### src/sv/rfla_pkg.sv
// ----------------------------------------------------------------------------
// rfla_pkg: shared types and constants of the receive FIFO line assembler
// Request opcodes, queue entry types, back-end states and character codes.
// ----------------------------------------------------------------------------
package rfla_pkg;

  localparam int FIFO_DEPTH_DEF = 64;
  localparam int LINE_DEPTH_DEF = 32;
  localparam int QUEUE_DEPTH    = 2;
  localparam int LEN_W          = 5;

  localparam logic [7:0] CHAR_LF = 8'h0A;
  localparam logic [7:0] CHAR_CR = 8'h0D;

  // raw command codes on the input port
  localparam logic [1:0] CMD_RX      = 2'd0;
  localparam logic [1:0] CMD_RD_BYTE = 2'd1;
  localparam logic [1:0] CMD_RD_LINE = 2'd2;

  typedef enum logic [1:0] {
    OP_RX,
    OP_RD_BYTE,
    OP_RD_LINE,
    OP_NOP
  } op_t;

  typedef struct packed {
    op_t        op;
    logic [7:0] rx_byte;
  } entry_t;

  typedef struct packed {
    logic       valid;
    op_t        op;
    logic [7:0] rx_byte;
  } head_t;

  typedef enum logic [2:0] {
    S_IDLE,
    S_BYTE_WAIT,
    S_LINE_POP,
    S_LINE_CHK,
    S_EMIT
  } state_t;

endpackage

### src/sv/rfla_ram.sv
// ----------------------------------------------------------------------------
// rfla_ram: generic single-write, single-read RAM
// One write port, one read port with registered read data.
// ----------------------------------------------------------------------------
module rfla_ram #(
  parameter int WIDTH = 8,
  parameter int DEPTH = 64,
  parameter int AW    = $clog2(DEPTH)
) (
  input  logic             clk,
  input  logic             we,
  input  logic [AW-1:0]    waddr,
  input  logic [WIDTH-1:0] wdata,
  input  logic [AW-1:0]    raddr,
  output logic [WIDTH-1:0] rdata
);

  logic [WIDTH-1:0] mem_r [DEPTH];

  always_ff @(posedge clk) begin
    if (we) begin
      mem_r[waddr] <= wdata;
    end
    rdata <= mem_r[raddr];
  end

endmodule

### src/sv/rfla_front.sv
// ----------------------------------------------------------------------------
// rfla_front: request intake
// Decodes each accepted command into an opcode and queues it for the back end.
// ----------------------------------------------------------------------------
module rfla_front import rfla_pkg::*; (
  input  logic       clk,
  input  logic       rst_n,
  input  logic       start,
  input  logic [1:0] in_command,
  input  logic [7:0] in_rx_byte,
  input  logic       pop,
  output logic       busy,
  output head_t      head
);

  localparam int QAW = (QUEUE_DEPTH > 1) ? $clog2(QUEUE_DEPTH) : 1;
  localparam int QCW = $clog2(QUEUE_DEPTH + 1);

  entry_t         q_r [QUEUE_DEPTH];
  logic [QAW-1:0] wr_r, wr_nxt;
  logic [QAW-1:0] rd_r, rd_nxt;
  logic [QCW-1:0] cnt_r, cnt_nxt;
  logic           push;
  logic           do_pop;
  op_t            op_dec;

  always_comb begin
    case (in_command)
      CMD_RX:      op_dec = OP_RX;
      CMD_RD_BYTE: op_dec = OP_RD_BYTE;
      CMD_RD_LINE: op_dec = OP_RD_LINE;
      default:     op_dec = OP_NOP;
    endcase
  end

  assign busy   = (cnt_r == QCW'(QUEUE_DEPTH));
  assign push   = start && !busy;
  assign do_pop = pop && (cnt_r != '0);

  always_comb begin
    wr_nxt  = wr_r;
    rd_nxt  = rd_r;
    cnt_nxt = cnt_r;
    if (push) begin
      wr_nxt = (wr_r == QAW'(QUEUE_DEPTH - 1)) ? '0 : wr_r + 1'b1;
    end
    if (do_pop) begin
      rd_nxt = (rd_r == QAW'(QUEUE_DEPTH - 1)) ? '0 : rd_r + 1'b1;
    end
    if (push && !do_pop) begin
      cnt_nxt = cnt_r + 1'b1;
    end else if (!push && do_pop) begin
      cnt_nxt = cnt_r - 1'b1;
    end
  end

  always_ff @(posedge clk) begin
    if (!rst_n) begin
      wr_r  <= '0;
      rd_r  <= '0;
      cnt_r <= '0;
    end else begin
      wr_r  <= wr_nxt;
      rd_r  <= rd_nxt;
      cnt_r <= cnt_nxt;
    end
  end

  always_ff @(posedge clk) begin
    if (push) begin
      q_r[wr_r] <= '{op: op_dec, rx_byte: in_rx_byte};
    end
  end

  assign head = '{valid: (cnt_r != '0), op: q_r[rd_r].op, rx_byte: q_r[rd_r].rx_byte};

  a_cnt_bound: assert property (@(posedge clk) disable iff (!rst_n)
    cnt_r <= QCW'(QUEUE_DEPTH))
    else $error("request queue count out of range");

  a_push_count: assert property (@(posedge clk) disable iff (!rst_n)
    (push && !do_pop) |=> (cnt_r == $past(cnt_r) + 1'b1))
    else $error("request queue push lost");

endmodule

### src/sv/rfla_back.sv
// ----------------------------------------------------------------------------
// rfla_back: request execution
// Runs queued requests against the ring FIFO and line store, emits results.
// ----------------------------------------------------------------------------
module rfla_back import rfla_pkg::*; #(
  parameter int FIFO_DEPTH = FIFO_DEPTH_DEF,
  parameter int LINE_DEPTH = LINE_DEPTH_DEF
) (
  input  logic             clk,
  input  logic             rst_n,
  input  head_t            head,
  output logic             pop,
  output logic             out_strobe,
  output logic [7:0]       out_data_out,
  output logic             out_data_valid,
  output logic             out_fifo_nonempty,
  output logic             out_byte_dropped,
  output logic             out_line_done,
  output logic [LEN_W-1:0] out_line_length,
  output logic             out_last
);

  localparam int PW = $clog2(FIFO_DEPTH);
  localparam int LW = $clog2(LINE_DEPTH);

  state_t        state_r, state_nxt;
  logic [PW-1:0] wr_ptr_r, wr_ptr_nxt;
  logic [PW-1:0] rd_ptr_r, rd_ptr_nxt;
  logic [LW-1:0] fill_r, fill_nxt;
  logic [LW-1:0] len_r, len_nxt;
  logic [LW-1:0] idx_r, idx_nxt;

  logic             strobe_r, strobe_nxt;
  logic [7:0]       data_r, data_nxt;
  logic             valid_r, valid_nxt;
  logic             nonempty_r, nonempty_nxt;
  logic             dropped_r, dropped_nxt;
  logic             done_r, done_nxt;
  logic [LEN_W-1:0] length_r, length_nxt;
  logic             last_r, last_nxt;

  logic          fifo_we;
  logic [7:0]    fifo_rdata;
  logic          line_we;
  logic [LW-1:0] line_raddr;
  logic [7:0]    line_rdata;

  logic [PW-1:0] wr_inc;
  logic [PW-1:0] rd_inc;
  logic          fifo_empty;
  logic          is_term;
  logic          emit_last;

  assign wr_inc     = (wr_ptr_r == PW'(FIFO_DEPTH - 1)) ? '0 : wr_ptr_r + 1'b1;
  assign rd_inc     = (rd_ptr_r == PW'(FIFO_DEPTH - 1)) ? '0 : rd_ptr_r + 1'b1;
  assign fifo_empty = (wr_ptr_r == rd_ptr_r);
  assign is_term    = fifo_rdata inside {CHAR_LF, CHAR_CR};
  assign emit_last  = (idx_r + 1'b1 == len_r);

  rfla_ram #(.WIDTH(8), .DEPTH(FIFO_DEPTH)) u_fifo_ram (
    .clk   (clk),
    .we    (fifo_we),
    .waddr (wr_ptr_r),
    .wdata (head.rx_byte),
    .raddr (rd_ptr_r),
    .rdata (fifo_rdata)
  );

  rfla_ram #(.WIDTH(8), .DEPTH(LINE_DEPTH)) u_line_ram (
    .clk   (clk),
    .we    (line_we),
    .waddr (fill_r),
    .wdata (fifo_rdata),
    .raddr (line_raddr),
    .rdata (line_rdata)
  );

  // next state
  always_comb begin
    state_nxt = state_r;
    case (state_r)
      S_IDLE: begin
        if (head.valid) begin
          case (head.op)
            OP_RD_BYTE: state_nxt = fifo_empty ? S_IDLE : S_BYTE_WAIT;
            OP_RD_LINE: state_nxt = S_LINE_POP;
            default:    state_nxt = S_IDLE;
          endcase
        end
      end
      S_BYTE_WAIT: state_nxt = S_IDLE;
      S_LINE_POP:  state_nxt = fifo_empty ? S_IDLE : S_LINE_CHK;
      S_LINE_CHK: begin
        if (is_term) begin
          state_nxt = (fill_r == '0) ? S_IDLE : S_EMIT;
        end else begin
          state_nxt = S_LINE_POP;
        end
      end
      S_EMIT:  state_nxt = emit_last ? S_IDLE : S_EMIT;
      default: state_nxt = S_IDLE;
    endcase
  end

  // datapath and result
  always_comb begin
    pop        = 1'b0;
    fifo_we    = 1'b0;
    line_we    = 1'b0;
    line_raddr = (state_r == S_LINE_CHK) ? '0 : idx_r + 1'b1;
    wr_ptr_nxt = wr_ptr_r;
    rd_ptr_nxt = rd_ptr_r;
    fill_nxt   = fill_r;
    len_nxt    = len_r;
    idx_nxt    = idx_r;
    strobe_nxt = 1'b0;
    data_nxt   = '0;
    valid_nxt  = 1'b0;
    dropped_nxt = 1'b0;
    done_nxt   = 1'b0;
    length_nxt = '0;
    last_nxt   = 1'b1;
    case (state_r)
      S_IDLE: begin
        if (head.valid) begin
          pop = 1'b1;
          case (head.op)
            OP_RX: begin
              strobe_nxt = 1'b1;
              if (wr_inc != rd_ptr_r) begin
                fifo_we    = 1'b1;
                wr_ptr_nxt = wr_inc;
              end else begin
                dropped_nxt = 1'b1;
              end
            end
            OP_RD_BYTE: begin
              if (fifo_empty) begin
                strobe_nxt = 1'b1;
              end else begin
                rd_ptr_nxt = rd_inc;
              end
            end
            OP_RD_LINE: ;
            default: strobe_nxt = 1'b1;
          endcase
        end
      end
      S_BYTE_WAIT: begin
        strobe_nxt = 1'b1;
        data_nxt   = fifo_rdata;
        valid_nxt  = 1'b1;
      end
      S_LINE_POP: begin
        if (fifo_empty) begin
          strobe_nxt = 1'b1;
        end else begin
          rd_ptr_nxt = rd_inc;
        end
      end
      S_LINE_CHK: begin
        if (is_term) begin
          fill_nxt = '0;
          len_nxt  = fill_r;
          idx_nxt  = '0;
          if (fill_r == '0) begin
            strobe_nxt = 1'b1;
            done_nxt   = 1'b1;
          end
        end else if (fill_r != LW'(LINE_DEPTH - 1)) begin
          line_we  = 1'b1;
          fill_nxt = fill_r + 1'b1;
        end
      end
      S_EMIT: begin
        strobe_nxt = 1'b1;
        data_nxt   = line_rdata;
        valid_nxt  = 1'b1;
        done_nxt   = 1'b1;
        length_nxt = LEN_W'(len_r);
        last_nxt   = emit_last;
        idx_nxt    = idx_r + 1'b1;
      end
      default: ;
    endcase
    nonempty_nxt = (wr_ptr_nxt != rd_ptr_nxt);
  end

  always_ff @(posedge clk) begin
    if (!rst_n) begin
      state_r  <= S_IDLE;
      wr_ptr_r <= '0;
      rd_ptr_r <= '0;
      fill_r   <= '0;
      strobe_r <= 1'b0;
    end else begin
      state_r  <= state_nxt;
      wr_ptr_r <= wr_ptr_nxt;
      rd_ptr_r <= rd_ptr_nxt;
      fill_r   <= fill_nxt;
      strobe_r <= strobe_nxt;
    end
  end

  always_ff @(posedge clk) begin
    len_r      <= len_nxt;
    idx_r      <= idx_nxt;
    data_r     <= data_nxt;
    valid_r    <= valid_nxt;
    nonempty_r <= nonempty_nxt;
    dropped_r  <= dropped_nxt;
    done_r     <= done_nxt;
    length_r   <= length_nxt;
    last_r     <= last_nxt;
  end

  assign out_strobe        = strobe_r;
  assign out_data_out      = data_r;
  assign out_data_valid    = valid_r;
  assign out_fifo_nonempty = nonempty_r;
  assign out_byte_dropped  = dropped_r;
  assign out_line_done     = done_r;
  assign out_line_length   = length_r;
  assign out_last          = last_r;

  a_fill_bound: assert property (@(posedge clk) disable iff (!rst_n)
    fill_r <= LW'(LINE_DEPTH - 1))
    else $error("line fill beyond line capacity");

  a_drop_full: assert property (@(posedge clk) disable iff (!rst_n)
    (strobe_r && dropped_r) |-> (out_fifo_nonempty && !valid_r && !done_r))
    else $error("dropped byte reported with FIFO not full");

  a_pop_idle: assert property (@(posedge clk) disable iff (!rst_n)
    pop |-> (state_r == S_IDLE && head.valid))
    else $error("request popped outside idle");

  a_emit_run: assert property (@(posedge clk) disable iff (!rst_n)
    (state_r == S_EMIT && !emit_last) |=> (state_r == S_EMIT && strobe_r && !last_r))
    else $error("line run broken");

endmodule

### src/sv/receive_fifo_line_assembler.sv
// ----------------------------------------------------------------------------
// receive_fifo_line_assembler: receive ring FIFO with line assembly
// Received byte and read-byte give one result each; read-line drains the FIFO
// byte by byte (S_LINE_POP, S_LINE_CHK) through the registered-read FIFO RAM port,
// then emits one result per character of the completed line (S_EMIT).
// A two-entry request queue takes a new request per cycle until full (busy).
// Synchronous reset empties the FIFO, line fill and queue; RAM contents stay.
// ----------------------------------------------------------------------------
module receive_fifo_line_assembler import rfla_pkg::*; #(
  parameter int FIFO_DEPTH = FIFO_DEPTH_DEF,
  parameter int LINE_DEPTH = LINE_DEPTH_DEF
) (
  input  logic             clk,
  input  logic             rst_n,
  input  logic             start,
  output logic             busy,
  input  logic [1:0]       in_command,
  input  logic [7:0]       in_rx_byte,
  output logic             out_strobe,
  output logic [7:0]       out_data_out,
  output logic             out_data_valid,
  output logic             out_fifo_nonempty,
  output logic             out_byte_dropped,
  output logic             out_line_done,
  output logic [LEN_W-1:0] out_line_length,
  output logic             out_last
);

  head_t head;
  logic  pop;

  rfla_front u_front (
    .clk        (clk),
    .rst_n      (rst_n),
    .start      (start),
    .in_command (in_command),
    .in_rx_byte (in_rx_byte),
    .pop        (pop),
    .busy       (busy),
    .head       (head)
  );

  rfla_back #(.FIFO_DEPTH(FIFO_DEPTH), .LINE_DEPTH(LINE_DEPTH)) u_back (
    .clk               (clk),
    .rst_n             (rst_n),
    .head              (head),
    .pop               (pop),
    .out_strobe        (out_strobe),
    .out_data_out      (out_data_out),
    .out_data_valid    (out_data_valid),
    .out_fifo_nonempty (out_fifo_nonempty),
    .out_byte_dropped  (out_byte_dropped),
    .out_line_done     (out_line_done),
    .out_line_length   (out_line_length),
    .out_last          (out_last)
  );

endmodule
### config.mk
export PLATFORM = sky130hd
export DESIGN_NAME = receive_fifo_line_assembler
export DESIGN_NICKNAME = d
export VERILOG_FILES = /design/src/sv/rfla_pkg.sv /design/src/sv/rfla_ram.sv /design/src/sv/rfla_front.sv /design/src/sv/rfla_back.sv /design/src/sv/receive_fifo_line_assembler.sv
export SDC_FILE = /design/constraint.sdc
export NUM_CORES = 1
export LEC_CHECK = 0
export BUFFER_PORTS_ARGS = -buffer_cell sky130_fd_sc_hd__clkbuf_2
export CAP_MARGIN = 20
export CORE_AREA = 3 3 334 237
export CTS_CLUSTER_DIAMETER = 80
export DETAILED_ROUTE_END_ITERATION = 6
export DIE_AREA = 0 0 337 240
export GPL_TIMING_DRIVEN = 0
export PLACE_DENSITY = 0.67
export SLEW_MARGIN = 15
export SYNTH_ARGS = -nofsm -noshare
export SYNTH_HDL_FRONTEND = slang
export SYNTH_SLANG_ARGS = --single-unit
### constraint.sdc
create_clock -name clk -period 3.5 [get_ports clk]
set_input_delay 0.35 -clock clk [delete_from_list [all_inputs] [get_ports clk]]
set_output_delay 0.35 -clock clk [all_outputs]
set_load 0.03 [all_outputs]
* Word-level counts from Yosys, hierarchy flattened
Memories as Yosys holds them, arrays and structs flattened. A register that Yosys moved wholly into a read port is not among the register bits.
Cells that the tools add are included.
** Storage, ports and cells
- Logic and storage cells :: 124
- Register bits after elaboration :: 53
- Bits in writable memories :: 788
- Output and inout bits :: 20
- Input bits :: 13
- Memories :: 3
** Operators by class
- Reduce and logical (&&, ||, !) cells :: 21
- Add/subtract/negate cells :: 8
- Equal/unequal tests :: 20
- Multiplexer cells :: 55
** Memory list
- u_back.u_fifo_ram.mem_r :: depth 64, width 8, rd ports 1, clocked after Yosys merged registers in 1, write ports 1, RTL line rfla_ram.sv:18 : logic [WIDTH-1:0] mem_r [DEPTH];
- u_back.u_line_ram.mem_r :: depth 32, width 8, rd ports 1, clocked after Yosys merged registers in 1, write ports 1, RTL line rfla_ram.sv:18
- u_front.q_r :: depth 2, width 10, rd ports 1, clocked after Yosys merged registers in 1, write ports 1, RTL line rfla_front.sv:19 : entry_t q_r [QUEUE_DEPTH];
** Operators by type and width (number)
- 2-to-1 mux 6 bit :: 9
- 2-to-1 mux 1 bit :: 26
- 2-to-1 mux 5 bit :: 4
- == test 8 x 4 -> 1 bit (second input constant) :: 2
- one-hot mux 8 bit (2 select lines) :: 1
- adder 6 x 1 -> 6 bit (second input constant) :: 2
- == test 6 bit (second input constant) :: 2
- 2-to-1 mux 3 bit :: 4
- != test 6 bit :: 2
- one-hot mux 3 bit (4 select lines) :: 1
- one-hot mux 6 bit (2 select lines) :: 1
- adder 5 x 1 -> 5 bit (second input constant) :: 2
- one-hot mux 5 bit (2 select lines) :: 1
- nonzero test 2 bit :: 5
- == test 2 bit (second input constant) :: 3
- == test 3 x 2 -> 1 bit (second input constant) :: 2
- == test 6 bit :: 1
- 2-to-1 mux 2 bit :: 3
- one-hot mux 2 bit (3 select lines) :: 1
- one-hot mux 3 bit (2 select lines) :: 1
- AND reduction 2 bit :: 3
- == test 5 bit :: 1
- logical NOT 5 bit :: 1
- != test 5 bit (second input constant) :: 1
- other kinds (16) :: 25

* Depth between registers and ports, before layout
Gate-level depths: netlist of run 1.
- Depth after elaboration :: 9
- Depth in mapped cells :: 13

* Hierarchy
A second synthesis of run 1 with hierarchy kept.
** Second synthesis, totals
- Cell total of the unflattened synthesis :: 1696
- Area total of the unflattened synthesis :: 33846.2 µm²
** Modules (own cells, without submodules)
- rfla_ram (u_back.u_fifo_ram) :: cells an instance 940, area each 20166.8 µm², instances 1
- rfla_ram (u_back.u_line_ram) :: cells an instance 417, area each 10053.4 µm², instances 1
- rfla_back :: cells an instance 280, area each 2670.1 µm², instances 1
- rfla_front :: cells an instance 59, area each 955.9 µm², instances 1

* Least setup slack after synthesis of run 1
No wires, ideal clock.
- Path type :: register to register
- From :: register u_back.wr_ptr_r[1]
- To :: register u_back.nonempty_r (netlist: u_back.out_fifo_nonempty)
- Stages on the path, launching flop included :: 11
- Setup slack :: 0.276 ns
- Data arrival time :: 3.160 ns
- Path buffers :: 1
- Library setup time :: 0.064 ns
- Clock period less this slack :: 3.224 ns
- Path through :: dfxtp_1 -> ha_1 -> clkbuf_1 -> inv_1 -> o311ai_1 -> a2111oi_4 -> o211a_4 -> a2111oi_1 -> or4_1 -> a211oi_2 -> nand4_1
** On the way
- Word-level cells in the longest chain between the ends :: 8
- Elaborated cells between the ends (all ways) :: 14
** RTL lines
- start: declaration :: RTL line rfla_back.sv:27 : logic [PW-1:0] wr_ptr_r, wr_ptr_nxt;
- start signal: assignment :: RTL line rfla_back.sv:198 : wr_ptr_r <= wr_ptr_nxt;
- adder 6 x 1 -> 6 bit / == test 6 bit (equally long branches) :: RTL line rfla_back.sv:54 : assign wr_inc = (wr_ptr_r == PW'(FIFO_DEPTH - 1)) ? '0 : wr_ptr_r + 1'b1;
- 2-to-1 mux 6 bit :: RTL line rfla_back.sv:54
- != test 6 bit :: RTL line rfla_back.sv:130 : if (wr_inc != rd_ptr_r) begin
- 2-to-1 mux 6 bit :: RTL line rfla_back.sv:130
- 2-to-1 mux 6 bit :: RTL line rfla_back.sv:127 : case (head.op)
- 2-to-1 mux 6 bit :: RTL line rfla_back.sv:125 : if (head.valid) begin
- 2-to-1 mux 6 bit :: RTL line rfla_back.sv:123 : case (state_r)
- != test 6 bit (*) :: RTL line rfla_back.sv:186 : nonempty_nxt = (wr_ptr_nxt != rd_ptr_nxt);
- named net u_back.nonempty_nxt :: RTL line rfla_back.sv:36 : logic nonempty_r, nonempty_nxt;
- end signal: assignment :: RTL line rfla_back.sv:210 : nonempty_r <= nonempty_nxt;
- end: declaration :: RTL line rfla_back.sv:36
Mark *: on every way through the listed nets, which the timed path passes. The rest lies on a longest branch.
A chain may end at the register's enable or synchronous reset.

==> results.ini, run 1 <==
[outcome]
outcome=finished clean

[floorplanning]
core_area_um2=76500
dieArea_um2=80900
rows=85
die_w_um=337
initial_utilization_pct=44.7
die_y_um=240
io_pins=33

[grt]
grt_use_total_pct=20.4
grt_max_degree=65
grt_pass1_vias=18548
met1_usage_pct=31.7
grt_pass1_wl_um=121000
met3_usage_pct=5.18
overflow=0
met2_usage_pct=29.0
top_usage_layer=met1
antenna_found_initial=2

[worst_setup_path]
arrival_ns=3.93
critPathKind=register to register
crit_start=u_back.rd_ptr_r[1]$_SDFF_PN0_
critPathCaptureType=register
cp_cell_sequence=clkbuf_1 > buf_2 > buf_2 > clkbuf_1 > mux4_2 > o22ai_1 > a21oi_1 > a211oi_1 > a21oi_1
worstRegToRegCells=9
crit_end=u_back.u_fifo_ram.rdata[4]$_DFF_P_
r2r-start=u_back.rd_ptr_r[1]$_SDFF_PN0_
r2r_end=u_back.u_fifo_ram.rdata[4]$_DFF_P_
r2r_slack_ns=0.02
slowest_stage=clkbuf_1
startpoint_type=register
slowest_delay_ns=0.58
crit_path_max_fanout=10
crit_required_ns=3.94

[finish]
final_util_pct=51.8
postLayoutCellArea_um2=39600
syn2layout_area_growth_pct=15.9
drive_above_1_share_pct=24.4
nNetsFinal=2130

[synth]
postSynth.asyncResetShare_pct=0
yosys.area.top_type=edfxtp_1
syn_inst=1957
synth.avg_cell_area_um2=17.5
synth_area_leaders=edfxtp_1 70%, mux4_2 9.2%, dfxtp_1 3.5%
ys_warn_count=0
synth_most_common_cell=edfxtp_1
syn_area_um2=34200
synth_top_area_share_pct=70.1
ys_ff_latch=858
synth_flop_cell=edfxtp_1
ys_seq_area_share_pct=73.6
post_synth_num_cell_types=68
synthTopCellsByCount=798 x edfxtp_1, 185 x nor2_1, 140 x mux4_2
synth_nets=1979
synth_edf_count=798

[clocking]
clk_pin_slew_ns=0.07
clk_latency_ns=0.63
cts-root-buf=clkbuf_16
htree_levels=3
cts_inserted_buffers=81
clk_path_buf_depth=3
cts_tree=built
clock-sinks=858

[sta]
fin_hold_ws_ns=0.0442
worst_slew_pin_slew_ns=1.27
final-hold-violation-count=0
clock-skew-final_ns=0.0273
grt_setup_unrepaired=true
fmax_ghz=0.287
setup_violations=0
post-route-min-period_ns=3.48
slew_headroom_pct=15.4
slew_viol_final=0
setup_slack_ns=0.0169
period_share_pct=99.5

[routing]
wire_per_inst_um=26.0
vias=19035
route.detailed.drc=0
viasPerCell=6.00
first_iter_violations=2450
wirelength_um=82500
firstDrtPassIters=5
drtAntennaViolNets=0

[power_and_ir_drop]
total_power_w=0.0231
cellLeakagePower_nw=12.0
power_density_nw_per_um2=582
peakVddDrop_v=0.000366

[placed_design]
port_buffers=30
placed_cell_area_um2=35800
hpwl_um=55400
gp_congestion=0.975
pre_cts_slack_ns=-0.461

[flow_run]
maxCapViolCount=0

[worst_hold_path]
hp-class=input pin to register

==> power breakdown <==
| part | internal [W] | switching (W) | total [W] |
|---|---|---|---|
| logic | 0.000580 | 0.00137 | 0.00195 |
| clock network | 0.00511 | 0.00375 | 0.00885 |
| registers | 0.0120 | 0.000262 | 0.0122 |
| total | 0.0177 | 0.00537 | 0.0230 |
==> through the flow <==
stage	std cells	TNS [ns]
after floorplan	1957	0
after global placement	2987	-238.74
after detailed placement	2997	-177.57
after CTS	3151	-52.55
after global routing	3169	-0.672
final	3170	0
==> cell type report <==
cell class	instances	area, um^2
Sequential cell	858	25200
Tap cell	1000	1250
Buffer	114	547
Multi-Input combinational cell	967	9230
Timing Repair Buffer	72	713
Inverter	14	52.6
Clock buffer	95	2130
Clock inverter	49	529
Antenna cell	1	2.50
Fill cell	5965	36800
==> how the worst min path moves through the flow <==
stage / slack (ns) / depth (start not counted) / start / endpoint
after CTS: 0.005 / 1 / in_command[0] / u_front.q_r[0][8]$_DFFE_PP_
after floorplan: 0.43 / 0 / u_back.fill_r[3]$_SDFFE_PN0P_ / u_back.len_r[3]$_DFFE_PP_
after global routing: 0.02 / 1 / in_command[0] / u_front.q_r[0][8]$_DFFE_PP_
after global placement: 0.48 / 0 / u_back.fill_r[4]$_SDFFE_PN0P_ / u_back.len_r[4]$_DFFE_PP_
final: 0.04 / 1 / in_command[0] / u_front.q_r[1][8]$_DFFE_PP_
after detailed placement: 0.47 / 0 / u_back.fill_r[4]$_SDFFE_PN0P_ / u_back.len_r[4]$_DFFE_PP_
==> cells in the final DEF (no fill, tap or decap), drive strengths merged, types with 6 or more instances in the layout <==
master       instances
edfxtp             798
nor3                12
dfxtp               60
nand2b               9
mux2i               95
o21ai               65
and3                 6
o22ai               25
or3                 36
a31oi               10
nor2b               16
nand3               16
a211oi              29
o221ai              27
a22oi               10
mux2                19
clkbuf             195
a221o                7
clkinv              34
dlygate4sd3          9
buf                 74
nor2               185
ha                   9
o211ai              27
xor2                13
a221oi               8
xnor2               15
inv                 16
nand2               59
mux4               140
bufinv              10
a21oi               53
and2                21
nand3b              10
==> timing repair <==
action | 4_1_cts | 5_1_grt
resized for setup | 159 | 86
hold buffers | 9 | 0
endpoints found under the setup margin | 753 | 720
pin swaps | 2 | 16
setup buffers | 2 | 18
endpoints found under the hold margin | 18 | 0
==> flip-flops by register name, indices dropped and copies added, names as in the netlist, 2 cells and up, named ones only <==
| signal | flops |
|---|---|
| u_back.idx_r | 5 |
| u_back.u_line_ram.mem_r | 256 |
| u_back.len_r | 5 |
| u_back.fill_r | 5 |
| u_back.u_fifo_ram.mem_r | 512 |
| u_front.q_r | 20 |
| u_back.u_line_ram.rdata | 8 |
| u_back.state_r | 3 |
| u_back.u_fifo_ram.rdata | 8 |
| u_back.rd_ptr_r | 6 |
| u_back.out_data_out | 8 |
| u_back.out_line_length | 5 |
| u_back.wr_ptr_r | 6 |
| u_front.cnt_r | 2 |
==> metal layers <==
layer / vias to the layer above / share of wire, %
met2: 939 / 43
li1: 8148 / -
met5: - / 0
met3: 118 / 11
met4: 0 / 1.8
met1: 9830 / 44
==> worst max-delay path: cells and delay by family (launching register included) <==
kind | cells | cell delay [ns]
AOI/OAI and AO/OA | 4 | 0.71
buffers and inverters | 4 | 1.81
DFF | 1 | 0.36
muxes | 1 | 0.43
==> kinds of logic (layout without fill, tap and decap cells) <==
group                    count (synthesis)  in the layout  synth area share (%)
flip-flops                             858            858                  73.6
AND/OR/NAND/NOR                        391            391                  5.38
buffers and inverters                  132            344                  1.61
XOR/XNOR                                29             29                 0.805
AO/OA/AOI/OAI                          284            284                  5.65
adder cells (fa/ha/maj)                  9              9                 0.329
multiplexers                           254            254                  12.6
other                                    0              1                     0
Power figures use the tool's default switching activity.
==> inputs of run 2 (changes only) <==
- GPL_TIMING_DRIVEN: 0 -> not set
==> run 2 against run 1 <==
Net effect: the flow now finishes with violations (negative setup slack); sequential power barely moved; worst setup slack lost 0.026 ns; design area fell by 1.5%; via count fell by 2.1%; clock-buffer cell count is 11 higher; non-clock buffer count is 2 higher; maximum frequency shrank 0.75%; hold slack improved by 0.12 ns; critical path depth is the same; register-to-register slack worse by 0.03 ns; largest power group unchanged.
==> results.ini, run 2 (same netlist as run 1, synthesis figures left out) <==
[outcome]
outcome=complete, but fails checks
violations=negative setup slack

[finish]
n_antenna_cell=0
drive_above_1_share_pct=22.8
reg_top3=u_back.u_fifo_ram.mem_r (512), u_back.u_line_ram.mem_r (256), u_front.q_r (20)
syn2layout_area_growth_pct=14.1
nNetsFinal=2134
layout_common_cells=798 x edfxtp_1, 161 x nor2_1, 141 x buf_4
final_util_pct=51.0
multi_input_area_um2=8580
regArea_um2=25200
top_register=u_back.u_fifo_ram.mem_r
layout_commonest_cell=edfxtp_1
fin_cells=3176
largest_reg_flops=512
postLayoutCellArea_um2=39000
num-fill-cells=6061

[floorplanning]
io_pins=33
core_area_um2=76500
dieArea_um2=80900
die_w_um=337
initial_utilization_pct=44.7
die_y_um=240
rows=85

[routing]
wire_per_inst_um=25.3
first_iter_violations=2091
drtAntennaViolNets=0
firstDrtPassIters=5
vias=18632
route.detailed.drc=0
viasPerCell=5.87
wirelength_um=80300

[grt]
grt_max_degree=74
met1_usage_pct=31.2
grt_use_total_pct=20.0
overflow=0
grt_pass1_wl_um=119000
grt_pass1_vias=18282
met2_usage_pct=26.9
antenna_found_initial=2
top_usage_layer=met1
met3_usage_pct=6.53

[sta]
clock-skew-final_ns=0.0236
grt_setup_unrepaired=true
finalSetupTns_ns=-0.0729
post-route-min-period_ns=3.51
worst_slew_pin_slew_ns=1.12
setup_slack_ns=-0.00950
final-hold-violation-count=0
fmax_ghz=0.285
setup_violations=12
slew_headroom_pct=25.5
period_share_pct=100
slew_viol_final=0

[clocking]
htree_levels=3
cts_tree=built
cts_inserted_buffers=83
clock-sinks=858
clk_latency_ns=0.64
clk_path_buf_depth=3
post-cts-setup-buffers=0
cts-root-buf=clkbuf_16
clk_pin_slew_ns=0.07

[placed_design]
place_inst=3017
hpwl_um=51100
gp_congestion=0.886
placed_cell_area_um2=36300
port_buffers=32

[power_and_ir_drop]
peakVddDrop_v=0.000353
power_density_nw_per_um2=580
total_power_w=0.0226
cellLeakagePower_nw=12.1

[worst_hold_path]
min_from=start
holdPathStages=4
hp-class=input pin to register

[worst_setup_path]
crit_start=u_back.wr_ptr_r[0]$_SDFF_PN0_
crit_path_frequent_cell=nor2_1
critPathCaptureType=register
slowest_stage=nor2_1
arrival_ns=3.77
r2r-start=u_back.wr_ptr_r[0]$_SDFF_PN0_
worstRegToRegCells=9
slowest_delay_ns=0.67
crit_path_max_fanout=8
startpoint_type=register
crit_required_ns=3.76
critPathKind=register to register
cp_cell_sequence=ha_1 > inv_1 > o311ai_1 > a2111oi_4 > o211ai_1 > o21ai_1 > nor2_1 > nand2_1 > nor2_1

[flow_run]
maxCapViolCount=0

[run 2: timing repair]
item | 4_1_cts | 5_1_grt
gates cloned | 0 | 0
setup endpoints to repair | 32 | 236
hold endpoints to repair | 20 | 0
hold buffers | 10 | 0
gates resized for setup | 0 | 27
[run 2: layout make-up]
cell class / count / area share, %
well taps: 1000 / 3.21
clock inverters: 43 / 0.837
clock buffers: 106 / 5.71
multi-input cells: 967 / 22.0
repair buffers: 188 / 3.64
inverters: 14 / 0.135
flip-flops and latches: 858 / 64.5
[run 2: worst paths after layout]
check | endpoint | slack, ns
worst min register to register | u_back.out_data_out[0]$_DFF_P_ | 0.49
worst max-delay path | u_back.u_fifo_ram.mem_r[7][1]$_DFFE_PP_ | -0.009
worst max register to register | u_back.u_fifo_ram.mem_r[7][1]$_DFFE_PP_ | -0.009
worst min-delay path | u_front.wr_r$_SDFFE_PN0P_ | 0.17
[run 2: per-stage QoR]
step                      hold slack, ns  setup WS (ns)
after CTS                          0.135        -0.0618
after detailed placement           0.479        -0.0458
after global placement             0.483         0.0789
after global routing               0.208         -0.204
after floorplan                    0.434          0.276
final                              0.169       -0.00950
[run 2: layer usage]
metal  wire length [um]  part of all wire, %
met5                 12                0.015
met4               1680                  2.1
met3               9150                   11
met2              33200                   41
met1              36200                   45
[run 2: power breakdown]
part	switching, W	internal, W
Clock	0.00372	0.00474
Sequential	0.0000796	0.0120
Combinational	0.00154	0.000561
[run 2: worst max-delay path, delay by kind of cell, from the launching register on]
family                     cells  cell delay (ns)
AOI/OAI and AO/OA              4             0.92
adders and majority gates      1             0.31
DFF                            1             0.46
buffers and inverters          1             0.09
and+or+nand+nor                3             1.35
